### src/hdl/line_follow_pid_differential_drive_macros.svh
// assertion macros for the line follower pid block
`ifndef LINE_FOLLOW_PID_DIFFERENTIAL_DRIVE_MACROS_SVH
`define LINE_FOLLOW_PID_DIFFERENTIAL_DRIVE_MACROS_SVH

// same-cycle implication, checked on clk outside of rst
`define LFPD_ASSERT_IMP(lbl, ante, cons, msg) \
  lbl: assert property (@(posedge clk) disable iff (rst) (ante) |-> (cons)) \
    else $error(msg);

// next-cycle implication, checked on clk outside of rst
`define LFPD_ASSERT_NXT(lbl, ante, cons, msg) \
  lbl: assert property (@(posedge clk) disable iff (rst) (ante) |=> (cons)) \
    else $error(msg);

`endif

### src/hdl/lfpd_pkg.sv
// types and constants shared by the line follower pid block
`timescale 1ns / 1ps

package lfpd_pkg;

  localparam int POS_W  = 13;
  localparam int GAIN_W = 16;
  localparam int ERR_W  = 14;
  localparam int DIFF_W = 15;
  localparam int SUM_W  = 24;
  localparam int DUTY_W = 8;
  localparam int IDX_W  = 3;
  localparam int PROP_P_W  = GAIN_W + ERR_W;
  localparam int DERIV_P_W = GAIN_W + DIFF_W;
  localparam int INTEG_P_W = GAIN_W + SUM_W;
  localparam int ACC_W  = INTEG_P_W + 2;
  localparam int FRAC_W = 8;
  localparam int ADJ_W  = ACC_W - FRAC_W;

  localparam logic signed [GAIN_W-1:0] PROP_GAIN_RST  = 16'sd1444;
  localparam logic signed [GAIN_W-1:0] DERIV_GAIN_RST = 16'sd18;
  localparam logic signed [GAIN_W-1:0] INTEG_GAIN_RST = 16'sd67;
  localparam logic [POS_W-1:0]         TARGET_RST     = 13'd3500;
  localparam logic [DUTY_W-1:0]        TOP_SPEED_RST  = 8'd150;

  localparam logic [FRAC_W-1:0] TRUNC_BIAS = '1;

  typedef enum logic [IDX_W-1:0] {
    REG_PROP_GAIN  = 3'd0,
    REG_DERIV_GAIN = 3'd1,
    REG_INTEG_GAIN = 3'd2,
    REG_TARGET     = 3'd3,
    REG_TOP_SPEED  = 3'd4
  } cfg_reg_t;

  typedef struct packed {
    logic signed [GAIN_W-1:0] prop;
    logic signed [GAIN_W-1:0] deriv;
    logic signed [GAIN_W-1:0] integ;
  } gains_t;

  typedef struct packed {
    logic signed [ERR_W-1:0]  err;
    logic signed [DIFF_W-1:0] diff;
    logic signed [SUM_W-1:0]  sum;
  } err_word_t;

endpackage

### src/hdl/lfpd_mac.sv
// gain multiplies, q.8 sum and truncation toward zero
`timescale 1ns / 1ps

module lfpd_mac (
  input  logic                                  clk,
  input  logic                                  rst,
  input  lfpd_pkg::gains_t                      gains,
  input  logic                                  in_valid,
  output logic                                  in_ready,
  input  lfpd_pkg::err_word_t                   in_word,
  output logic                                  adj_valid,
  input  logic                                  adj_ready,
  output logic signed [lfpd_pkg::ADJ_W-1:0]     adj
);

  logic                                        p_valid;
  logic                                        p_ready;
  logic signed [lfpd_pkg::PROP_P_W-1:0]        p_prop;
  logic signed [lfpd_pkg::DERIV_P_W-1:0]       p_deriv;
  logic signed [lfpd_pkg::INTEG_P_W-1:0]       p_integ;
  logic                                        a_ready;
  logic signed [lfpd_pkg::ACC_W-1:0]           acc;
  logic signed [lfpd_pkg::ACC_W-1:0]           acc_biased;

  assign a_ready  = !adj_valid || adj_ready;
  assign p_ready  = !p_valid || a_ready;
  assign in_ready = p_ready;

  // product stage
  always_ff @(posedge clk) begin
    if (rst) begin
      p_valid <= 1'b0;
    end else if (p_ready) begin
      p_valid <= in_valid;
    end
  end

  always_ff @(posedge clk) begin
    if (p_ready && in_valid) begin
      p_prop  <= lfpd_pkg::PROP_P_W'(gains.prop) * lfpd_pkg::PROP_P_W'(in_word.err);
      p_deriv <= lfpd_pkg::DERIV_P_W'(gains.deriv) * lfpd_pkg::DERIV_P_W'(in_word.diff);
      p_integ <= lfpd_pkg::INTEG_P_W'(gains.integ) * lfpd_pkg::INTEG_P_W'(in_word.sum);
    end
  end

  // exact sum, then bias negatives so the shift truncates toward zero
  always_comb begin
    acc = lfpd_pkg::ACC_W'(p_prop) + lfpd_pkg::ACC_W'(p_deriv)
        + lfpd_pkg::ACC_W'(p_integ);
    acc_biased = acc[lfpd_pkg::ACC_W-1]
               ? acc + lfpd_pkg::ACC_W'(lfpd_pkg::TRUNC_BIAS)
               : acc;
  end

  always_ff @(posedge clk) begin
    if (rst) begin
      adj_valid <= 1'b0;
    end else if (a_ready) begin
      adj_valid <= p_valid;
    end
  end

  always_ff @(posedge clk) begin
    if (a_ready && p_valid) begin
      adj <= acc_biased[lfpd_pkg::ACC_W-1:lfpd_pkg::FRAC_W];
    end
  end

endmodule

### src/hdl/line_follow_pid_differential_drive.sv
// top level of the line follower pid controller with differential drive outputs
// usage:
//   one line_position word enters on the in_valid / in_ready channel per sample
//   each word yields exactly one (left_drive, right_drive) word on out_valid / out_ready
//   gains, target and top speed are written through cfg_we / cfg_index / cfg_data
//   while the block is idle; writes to unused indexes are ignored
// timing:
//   four register stages: error and integral, gain products, adjustment, drives
//   one word per cycle sustained while out_ready stays high; each stage holds its own valid bit
// reset:
//   rst (synchronous) empties the pipeline, zeroes the integral and the
//   previous error, and reloads every configuration register with its default
// stalls:
//   a stage holds while the stage after it is full and blocked, so with
//   out_ready low the block still takes words until all stages are full;
//   then in_ready drops
`timescale 1ns / 1ps

module line_follow_pid_differential_drive (
  input  logic                           clk,
  input  logic                           rst,
  input  logic                           cfg_we,
  input  logic [lfpd_pkg::IDX_W-1:0]     cfg_index,
  input  logic [lfpd_pkg::GAIN_W-1:0]    cfg_data,
  input  logic                           in_valid,
  output logic                           in_ready,
  input  logic [lfpd_pkg::POS_W-1:0]     line_position,
  output logic                           out_valid,
  input  logic                           out_ready,
  output logic [lfpd_pkg::DUTY_W-1:0]    left_drive,
  output logic [lfpd_pkg::DUTY_W-1:0]    right_drive
);

  localparam int WIDE_W = lfpd_pkg::ADJ_W + 1;

  // configuration registers
  lfpd_pkg::gains_t                    gains;
  logic [lfpd_pkg::POS_W-1:0]          target_position;
  logic [lfpd_pkg::DUTY_W-1:0]         top_speed;

  // controller state
  logic signed [lfpd_pkg::SUM_W-1:0]   error_sum;
  logic signed [lfpd_pkg::ERR_W-1:0]   prior_error;

  // first stage
  logic                                s1_valid;
  logic                                s1_ready;
  lfpd_pkg::err_word_t                 s1_word;
  lfpd_pkg::err_word_t                 s1_word_next;
  logic signed [lfpd_pkg::ERR_W-1:0]   err;
  logic signed [lfpd_pkg::SUM_W:0]     sum_wide;
  logic signed [lfpd_pkg::SUM_W-1:0]   error_sum_next;

  // mac to drive stage
  logic                                mac_ready;
  logic                                adj_valid;
  logic                                adj_ready;
  logic signed [lfpd_pkg::ADJ_W-1:0]   adj;

  // drive clamp
  logic signed [WIDE_W-1:0]            top_wide;
  logic signed [WIDE_W-1:0]            left_wide;
  logic signed [WIDE_W-1:0]            right_wide;
  logic [lfpd_pkg::DUTY_W-1:0]         left_next;
  logic [lfpd_pkg::DUTY_W-1:0]         right_next;

  logic                                in_take;

  // register writes
  always_ff @(posedge clk) begin
    if (rst) begin
      gains.prop      <= lfpd_pkg::PROP_GAIN_RST;
      gains.deriv     <= lfpd_pkg::DERIV_GAIN_RST;
      gains.integ     <= lfpd_pkg::INTEG_GAIN_RST;
      target_position <= lfpd_pkg::TARGET_RST;
      top_speed       <= lfpd_pkg::TOP_SPEED_RST;
    end else if (cfg_we) begin
      unique case (cfg_index)
        lfpd_pkg::REG_PROP_GAIN:  gains.prop      <= cfg_data;
        lfpd_pkg::REG_DERIV_GAIN: gains.deriv     <= cfg_data;
        lfpd_pkg::REG_INTEG_GAIN: gains.integ     <= cfg_data;
        lfpd_pkg::REG_TARGET:     target_position <= cfg_data[lfpd_pkg::POS_W-1:0];
        lfpd_pkg::REG_TOP_SPEED:  top_speed       <= cfg_data[lfpd_pkg::DUTY_W-1:0];
        default: ;
      endcase
    end
  end

  // error, saturating integral and error difference
  always_comb begin
    err = $signed({1'b0, target_position}) - $signed({1'b0, line_position});
    sum_wide = (lfpd_pkg::SUM_W + 1)'(error_sum) + (lfpd_pkg::SUM_W + 1)'(err);
    // top two bits disagree on overflow: pin to the rail on the sign side
    if (sum_wide[lfpd_pkg::SUM_W] != sum_wide[lfpd_pkg::SUM_W-1]) begin
      error_sum_next = {sum_wide[lfpd_pkg::SUM_W],
                        {(lfpd_pkg::SUM_W-1){!sum_wide[lfpd_pkg::SUM_W]}}};
    end else begin
      error_sum_next = sum_wide[lfpd_pkg::SUM_W-1:0];
    end
    s1_word_next.err  = err;
    s1_word_next.diff = lfpd_pkg::DIFF_W'(err) - lfpd_pkg::DIFF_W'(prior_error);
    s1_word_next.sum  = error_sum_next;
  end

  assign s1_ready = !s1_valid || mac_ready;
  assign in_ready = s1_ready;
  assign in_take  = in_valid && in_ready;

  always_ff @(posedge clk) begin
    if (rst) begin
      s1_valid    <= 1'b0;
      error_sum   <= '0;
      prior_error <= '0;
    end else begin
      if (s1_ready) begin
        s1_valid <= in_valid;
      end
      // state follows accepted words in order
      if (in_take) begin
        error_sum   <= error_sum_next;
        prior_error <= err;
      end
    end
  end

  always_ff @(posedge clk) begin
    if (in_take) begin
      s1_word <= s1_word_next;
    end
  end

  // products and truncated adjustment
  lfpd_mac u_mac (
    .clk       (clk),
    .rst       (rst),
    .gains     (gains),
    .in_valid  (s1_valid),
    .in_ready  (mac_ready),
    .in_word   (s1_word),
    .adj_valid (adj_valid),
    .adj_ready (adj_ready),
    .adj       (adj)
  );

  // clamp both drives into 0 .. top_speed
  always_comb begin
    top_wide   = $signed({{(WIDE_W - lfpd_pkg::DUTY_W){1'b0}}, top_speed});
    left_wide  = top_wide - WIDE_W'(adj);
    right_wide = top_wide + WIDE_W'(adj);
    if (left_wide[WIDE_W-1]) begin
      left_next = '0;
    end else if (left_wide > top_wide) begin
      left_next = top_speed;
    end else begin
      left_next = left_wide[lfpd_pkg::DUTY_W-1:0];
    end
    if (right_wide[WIDE_W-1]) begin
      right_next = '0;
    end else if (right_wide > top_wide) begin
      right_next = top_speed;
    end else begin
      right_next = right_wide[lfpd_pkg::DUTY_W-1:0];
    end
  end

  // output register
  assign adj_ready = !out_valid || out_ready;

  always_ff @(posedge clk) begin
    if (rst) begin
      out_valid <= 1'b0;
    end else if (adj_ready) begin
      out_valid <= adj_valid;
    end
  end

  always_ff @(posedge clk) begin
    if (adj_ready && adj_valid) begin
      left_drive  <= left_next;
      right_drive <= right_next;
    end
  end

  // checks
  logic [lfpd_pkg::DUTY_W:0] drive_sum;
  logic [lfpd_pkg::DUTY_W:0] top_twice;
  logic                      both_inside;
  logic                      drives_capped;
  logic                      balance_due;
  logic                      drives_even;

  assign drive_sum   = {1'b0, left_drive} + {1'b0, right_drive};
  assign top_twice   = {top_speed, 1'b0};
  assign both_inside = (left_drive != '0) && (left_drive != top_speed)
                    && (right_drive != '0) && (right_drive != top_speed);
  assign drives_capped = (left_drive <= top_speed) && (right_drive <= top_speed);
  assign balance_due   = out_valid && both_inside;
  assign drives_even   = drive_sum == top_twice;

`include "line_follow_pid_differential_drive_macros.svh"

  `LFPD_ASSERT_IMP(a_drive_in_range, out_valid, drives_capped, "drive above top speed")
  `LFPD_ASSERT_IMP(a_drive_balance, balance_due, drives_even, "unclamped drives not symmetric")
  `LFPD_ASSERT_NXT(a_prior_error_tracks, in_take, prior_error == $past(err), "previous error not updated")
  `LFPD_ASSERT_IMP(a_full_blocks_input, s1_valid && !mac_ready, !in_ready, "input taken over a full stage")

endmodule

### config.mk
export PLATFORM = sky130hd
export DESIGN_NAME = line_follow_pid_differential_drive
export DESIGN_NICKNAME = d
export VERILOG_FILES = /design/src/hdl/lfpd_pkg.sv /design/src/hdl/lfpd_mac.sv /design/src/hdl/line_follow_pid_differential_drive.sv
export VERILOG_INCLUDE_DIRS = /design/src /design/src/hdl
export SDC_FILE = /design/constraint.sdc
export NUM_CORES = 2
export LEC_CHECK = 0
export ABC_CLOCK_PERIOD_IN_PS = 14410
export BUFFER_PORTS_ARGS = -buffer_cell sky130_fd_sc_hd__buf_2
export CAP_MARGIN = 0
export CORE_MARGIN = 5
export CORE_UTILIZATION = 25
export DETAILED_ROUTE_END_ITERATION = 8
export GPL_TIMING_DRIVEN = 0
export PLACE_DENSITY = 0.49
export SYNTH_ARGS = -nofsm -noshare
export SYNTH_HDL_FRONTEND = slang
export SYNTH_SLANG_ARGS = --single-unit
export TNS_END_PERCENT = 5
### constraint.sdc
create_clock -name clk -period 14.41 [get_ports clk]
set_input_delay 0 -clock clk [delete_from_list [all_inputs] [get_ports clk]]
set_output_delay 0 -clock clk [all_outputs]
set_load 0.005 [all_outputs]
Word level (Yosys, flattened, before mapping)
Cells that the tools add are included.
{"block": "op_classes", "n_addsub": 8, "multipliers": 3, "n_lt_le_gt_ge": 2, "n_eq_ne": 5, "n_mux": 4, "n_reduce_logical": 19}
{"operator": "$gt A35 B9 Y1", "n": 2}
{"operator": "$add A42 B8 Y42 const B", "n": 1}
{"operator": "$add A32 B40 Y41", "n": 1}
{"operator": "$mux W41", "n": 1}
{"operator": "$mul A16 B24 Y40", "n": 1}
{"operator": "$add A9 B34 Y35", "n": 1}
{"operator": "$sub A9 B34 Y35", "n": 1}
{"operator": "$add A30 B31 Y32", "n": 1}
{"operator": "$mul A16 B15 Y31", "n": 1}
{"operator": "$mul A16 B14 Y30", "n": 1}
{"operator": "$add A24 B14 Y25", "n": 1}
{"operator": "$mux W24", "n": 1}
{"operator": "$mux W8", "n": 2}
{"operator": "$sub A14 B14 Y15", "n": 1}
{"operator": "$sub A13 B13 Y14", "n": 1}
{"operator": "$reduce_and A2 Y1", "n": 5}
{"operator": "$eq A3 B2 Y1 const B", "n": 2}
{"operator": "$logic_not A1 Y1", "n": 5}
{"operator": "$logic_and A1 B1 Y1", "n": 4}
{"operator": "$logic_or A1 B1 Y1", "n": 4}
{"operator": "$eq A3 B1 Y1 const B", "n": 1}
{"operator": "$eq A3 B3 Y1 const B", "n": 1}
{"operator": "$logic_not A3 Y1", "n": 1}
{"operator": "$ne A1 B1 Y1", "n": 1}
{"block": "word_totals", "reg_bits": 315, "input_bits": 37, "output_inout_bits": 18, "elab_cells": 62}

Longest topological paths before layout
{"block": "logic_depth", "ltp_word": 6, "depth_mapped": 27}

Cells and area by module
From an unflattened synthesis, not the netlist that was laid out.
{"block": "hier_totals", "hier_cells": 5438, "area_unflattened_um2": 50093.0}
{"module": "lfpd_mac", "instances": 1, "cells_each": 4117, "area_per_inst_um2": 39031.2, "seq_area_each_um2": 4093.9}
{"module": "line_follow_pid_differential_drive", "instances": 1, "cells_each": 1321, "area_per_inst_um2": 11061.9, "seq_area_each_um2": 4254.1}

Worst setup path before layout
OpenSTA, ideal clock, no wires.
{"block": "synth_timing", "kind": "register to register", "startpoint": "reg s1_word[9] (netlist bit)", "endpoint": "reg u_mac.p_integ[38] (netlist bit) (data pin)", "t_arrival_ps": 6432, "required_ps": 14150, "setup_slack_ps": 7717, "path_stages_with_launch": 26, "path_cell_list": "edfxtp_1 clkbuf_1 nand2_1 fa_1 inv_1 fa_1 inv_1 fa_1 inv_1 fa_1 fa_1 inv_1 fa_1 inv_1 ha_1 o21a_1 o211ai_1 nand2_1 a2111oi_0 nor2_1 a311o_1 nand4_1 a21boi_0 o31ai_1 mux2i_1 nand2_1"}
{"block": "synth_via", "elab_chain_cells": 1}
{"element": "from (decl)", "line": "line_follow_pid_differential_drive.sv:48", "source": "lfpd_pkg::err_word_t s1_word;"}
{"element": "from (signal assigned)", "line": "line_follow_pid_differential_drive.sv:128", "source": "s1_word <= s1_word_next;"}
{"element": "$mul A16 B24 Y40", "line": "lfpd_mac.sv:42", "source": "p_integ <= lfpd_pkg::INTEG_P_W'(gains.integ) * lfpd_pkg::INTEG_P_W'(in_word.sum);"}
{"element": "to (signal assigned)", "line": "lfpd_mac.sv:42"}
{"element": "to (decl)", "line": "lfpd_mac.sv:20", "source": "logic signed [lfpd_pkg::INTEG_P_W-1:0] p_integ;"}
Every way passes these cells.
A chain may end at the register's enable or synchronous reset.

Worst setup path after layout
{"block": "layout_timing", "startpoint": "reg s1_word[27] (netlist bit)", "endpoint": "reg u_mac.p_deriv[30] (netlist bit) (data pin)"}
{"block": "layout_via", "elab_chain_cells": 1}
{"element": "$mul A16 B15 Y31", "line": "lfpd_mac.sv:41", "source": "p_deriv <= lfpd_pkg::DERIV_P_W'(gains.deriv) * lfpd_pkg::DERIV_P_W'(in_word.diff);"}
{"element": "to (signal assigned)", "line": "lfpd_mac.sv:41"}
{"element": "to (decl)", "line": "lfpd_mac.sv:19", "source": "logic signed [lfpd_pkg::DERIV_P_W-1:0] p_deriv;"}
Every way passes these cells.

==> results_dict.tcl <==
set metrics [dict create \
    period_share_pct 56.45 \
    grt_max_degree 63 \
    fp.dieArea_um2 208600 \
    grt-ovfl-total 0 \
    worst-setup-path-type "reg -> reg" \
    cp_common_cell "fa_1" \
    place_area_um2 53610 \
    synth_edf_count 204 \
    grt_antenna_before_repair 12 \
    crit_path_start_kind "register" \
    skew_ns 0.03715 \
    row_count 164 \
    max_stage_delay_ns 0.63 \
    path_clk_slew_ns 0.06 \
    critPathSlowestCell "edfxtp_1" \
    multi_input_area_um2 36790 \
    area.growth.synth_to_final_pct 10.90 \
    drcViolationCount 0 \
    cts_max_level 2 \
    avgSynthCellArea_um2 9.222 \
    cap_violations 0 \
    rsz0062_at_grt "false" \
    first_global_vias 38290 \
    crit_chain "clkbuf_1 -> nand2_1 -> fa_1 -> inv_1 -> fa_1 -> inv_1 -> fa_1 -> fa_1 -> inv_1 -> fa_1 -> fa_1 -> ha_1 -> nor3_1 -> o211ai_1 -> a31o_2 -> o41a_1 -> a21oi_1 -> a211o_1 -> o31ai_1 -> o31a_1 -> o21ai_0 -> a21oi_1 -> a31oi_1" \
    yosys_most_used_dff "edfxtp_1" \
    numPortBuffers 54 \
    finalHoldViolations 0 \
    cts_buffers 43 \
    period_needed_ns 8.134 \
    finalSetupViolCount 0 \
    worst_pin_slew_ns 1.220 \
    synth_area_um2 49880 \
    wire_per_inst_um 18.07 \
    ios 55 \
    ys_seq_area_share_pct 16.74 \
    coreArea_um2 199000 \
    drtIter0Drc 2528 \
    die_width_um 456.7 \
    drtPass1Iterations 6 \
    syn-num-nets 6693 \
    regArea_um2 8348 \
    hold_class "in -> reg" \
    viasPerCell 4.461 \
    clkSinkCount 315 \
    endpoint_kind "register" \
    outcome "completed" \
    postLayoutCellArea_um2 55320 \
    grtUsageTotal_pct 14.15 \
    start_util_pct 25.06 \
    cts_root_buffer "clkbuf_16" \
    drtAntennaViolNets 0 \
    maxSlewViolCount 0 \
    n_fill_cell 21350 \
    crit_fanout 10 \
    max_freq_mhz 122.9 \
    vias 36730 \
    clockBufferDepth 3 \
    routabilityCongestion 0.8854 \
    synth.distinct_cells 98 \
    rrSetupSlack_ns 6.28 \
    setup_tns_ns 0 \
    hpwl_mm 124.4 \
    async_reset_ff_share_pct 0 \
    post-cts-setup-buffers 0 \
    cts_tree "yes" \
    drive_gt1_share_pct 3.643 \
    cp_data_required_time_ns 14.68 \
    yosysWarnings 0 \
    die_y_um 456.7 \
    nets 6821 \
    cp.arrival_ns 8.40 \
    worstSkewPairLatency_ns 0.59 \
    grt_pass1_wl_mm 230.7 \
    wl_mm 148.8 \
    postSynthCellCount 5409 \
    synth_seq_cells 315 \
    slew-limit-headroom_pct 18.52 \
]
## state kept, by name (all words and copies together), names as in the netlist
register	flops
error_sum	24
gains	48
left_drive	8
out_valid	1
prior_error	14
right_drive	8
s1_valid	1
s1_word	53
target_position	13
top_speed	8
u_mac.adj	34
u_mac.adj_valid	1
u_mac.p_deriv	31
u_mac.p_integ	40
u_mac.p_prop	30
u_mac.p_valid	1
## area by class of cell
cell class	instances	share of cell area, %
sequential	315	15.09
buffer	184	1.291
inverter	1081	7.335
clock buffer	56	2.162
tap	2656	6.007
multi-input combinational	3829	66.51
clock inverter	24	0.4750
timing repair buffer	83	1.108
antenna	5	0.02262
## critical path: cells and delay by family, from the launching register on
family | cells | cell delay [ns]
fa+ha+maj | 7 | 3.23
buf+inv | 4 | 0.77
compound gates | 10 | 2.72
flops | 1 | 0.63
simple gates | 2 | 0.41
## cell usage in the layout (no fill, tap or decap), drive strengths merged, types with 19 or more instances in the layout
| cell type | count |
|---|---|
| and2 | 323 |
| o21bai | 30 |
| or3 | 22 |
| nand3 | 58 |
| inv | 1089 |
| nor2 | 201 |
| o21a | 31 |
| nor2b | 36 |
| nor4 | 20 |
| dfxtp | 111 |
| nand3b | 29 |
| ha | 373 |
| nand4 | 23 |
| nand2 | 791 |
| o21ai | 130 |
| xor2 | 62 |
| nand2b | 45 |
| a21o | 65 |
| xnor2 | 156 |
| a21oi | 240 |
| a211oi | 19 |
| fa | 874 |
| dlygate4sd3 | 24 |
| edfxtp | 204 |
| nor3 | 46 |
| clkbuf | 226 |
| a31oi | 20 |
| and3 | 30 |
| buf | 73 |
## path summary, 6_finish.rpt
kind                                           to  depth (start not counted)      startpoint
worst max-delay path            u_mac.p_deriv[30]                         23     s1_word[27]
worst min-delay path              u_mac.adj_valid                          4       out_ready
worst max register to register  u_mac.p_deriv[30]                         23     s1_word[27]
worst min register to register     prior_error[6]                          2  prior_error[6]
## timing repair
action,4_1_cts,5_1_grt
hold buffers,24,0
resized for setup,0,0
endpoints found under the hold margin,74,0
## through the flow
step / setup slack, ns / std cells / utilization [%] / hold slack, ns
5_1_grt: 5.925 / 8228 / 27.79 / 0.05701
4_1_cts: 6.172 / 8228 / 27.79 / 0.02555
3_5_place_dp: 6.232 / 8124 / 26.93 / 0.3327
3_3_place_gp: 6.257 / 8119 / 26.87 / 0.3302
2_1_floorplan: 7.717 / 5409 / - / 0.1208
6_report: 6.276 / 8233 / 27.79 / 0.05164
## routing by layer
metal | vias up | track usage, % | share of wire [%]
met5 | - | 0 | 0
met4 | 0 | 3.327 | 2.6
met3 | 184 | 1.378 | 4.4
met2 | 823 | 23.50 | 47
met1 | 18530 | 19.87 | 46
li1 | 17190 | - | -
## cell families (layout without fill, tap and decap cells)
kind of cell | count (synthesis) | count (layout) | synth area share, %
buf+inv | 1265 | 1428 | 9.559
mux | 17 | 17 | 0.3512
compound gates | 672 | 672 | 8.684
fa+ha+maj | 1262 | 1262 | 44.73
flops | 315 | 315 | 16.74
simple gates | 1660 | 1660 | 16.11
other cells | 0 | 5 | 0
xor+xnor | 218 | 218 | 3.828
## synth_stat cells, types with 15 or more instances
cell type,count,area share [%]
a211oi_1,17,0.26
ha_1,373,9.4
a21o_1,65,0.98
nor2_1,200,1.5
a31oi_1,20,0.25
a21oi_1,236,2.4
and3_1,30,0.38
fa_1,874,35
nand3b_1,29,0.44
nand2_1,791,6.0
xnor2_1,156,2.7
nand3_1,56,0.56
inv_1,1078,8.1
o21ai_0,122,1.2
nor2b_1,36,0.45
or3_1,22,0.28
nand2b_1,44,0.55
and2_1,322,4.0
dfxtp_1,111,4.5
xor2_1,62,1.1
nand4_1,23,0.29
maj3_1,15,0.30
edfxtp_1,204,12
nor3_1,42,0.42
o21bai_1,30,0.45
o21a_1,30,0.45
clkbuf_1,170,1.3
Power is not shown: default switching activity piles up to over one toggle a cycle in this logic, so the estimate is an artifact.
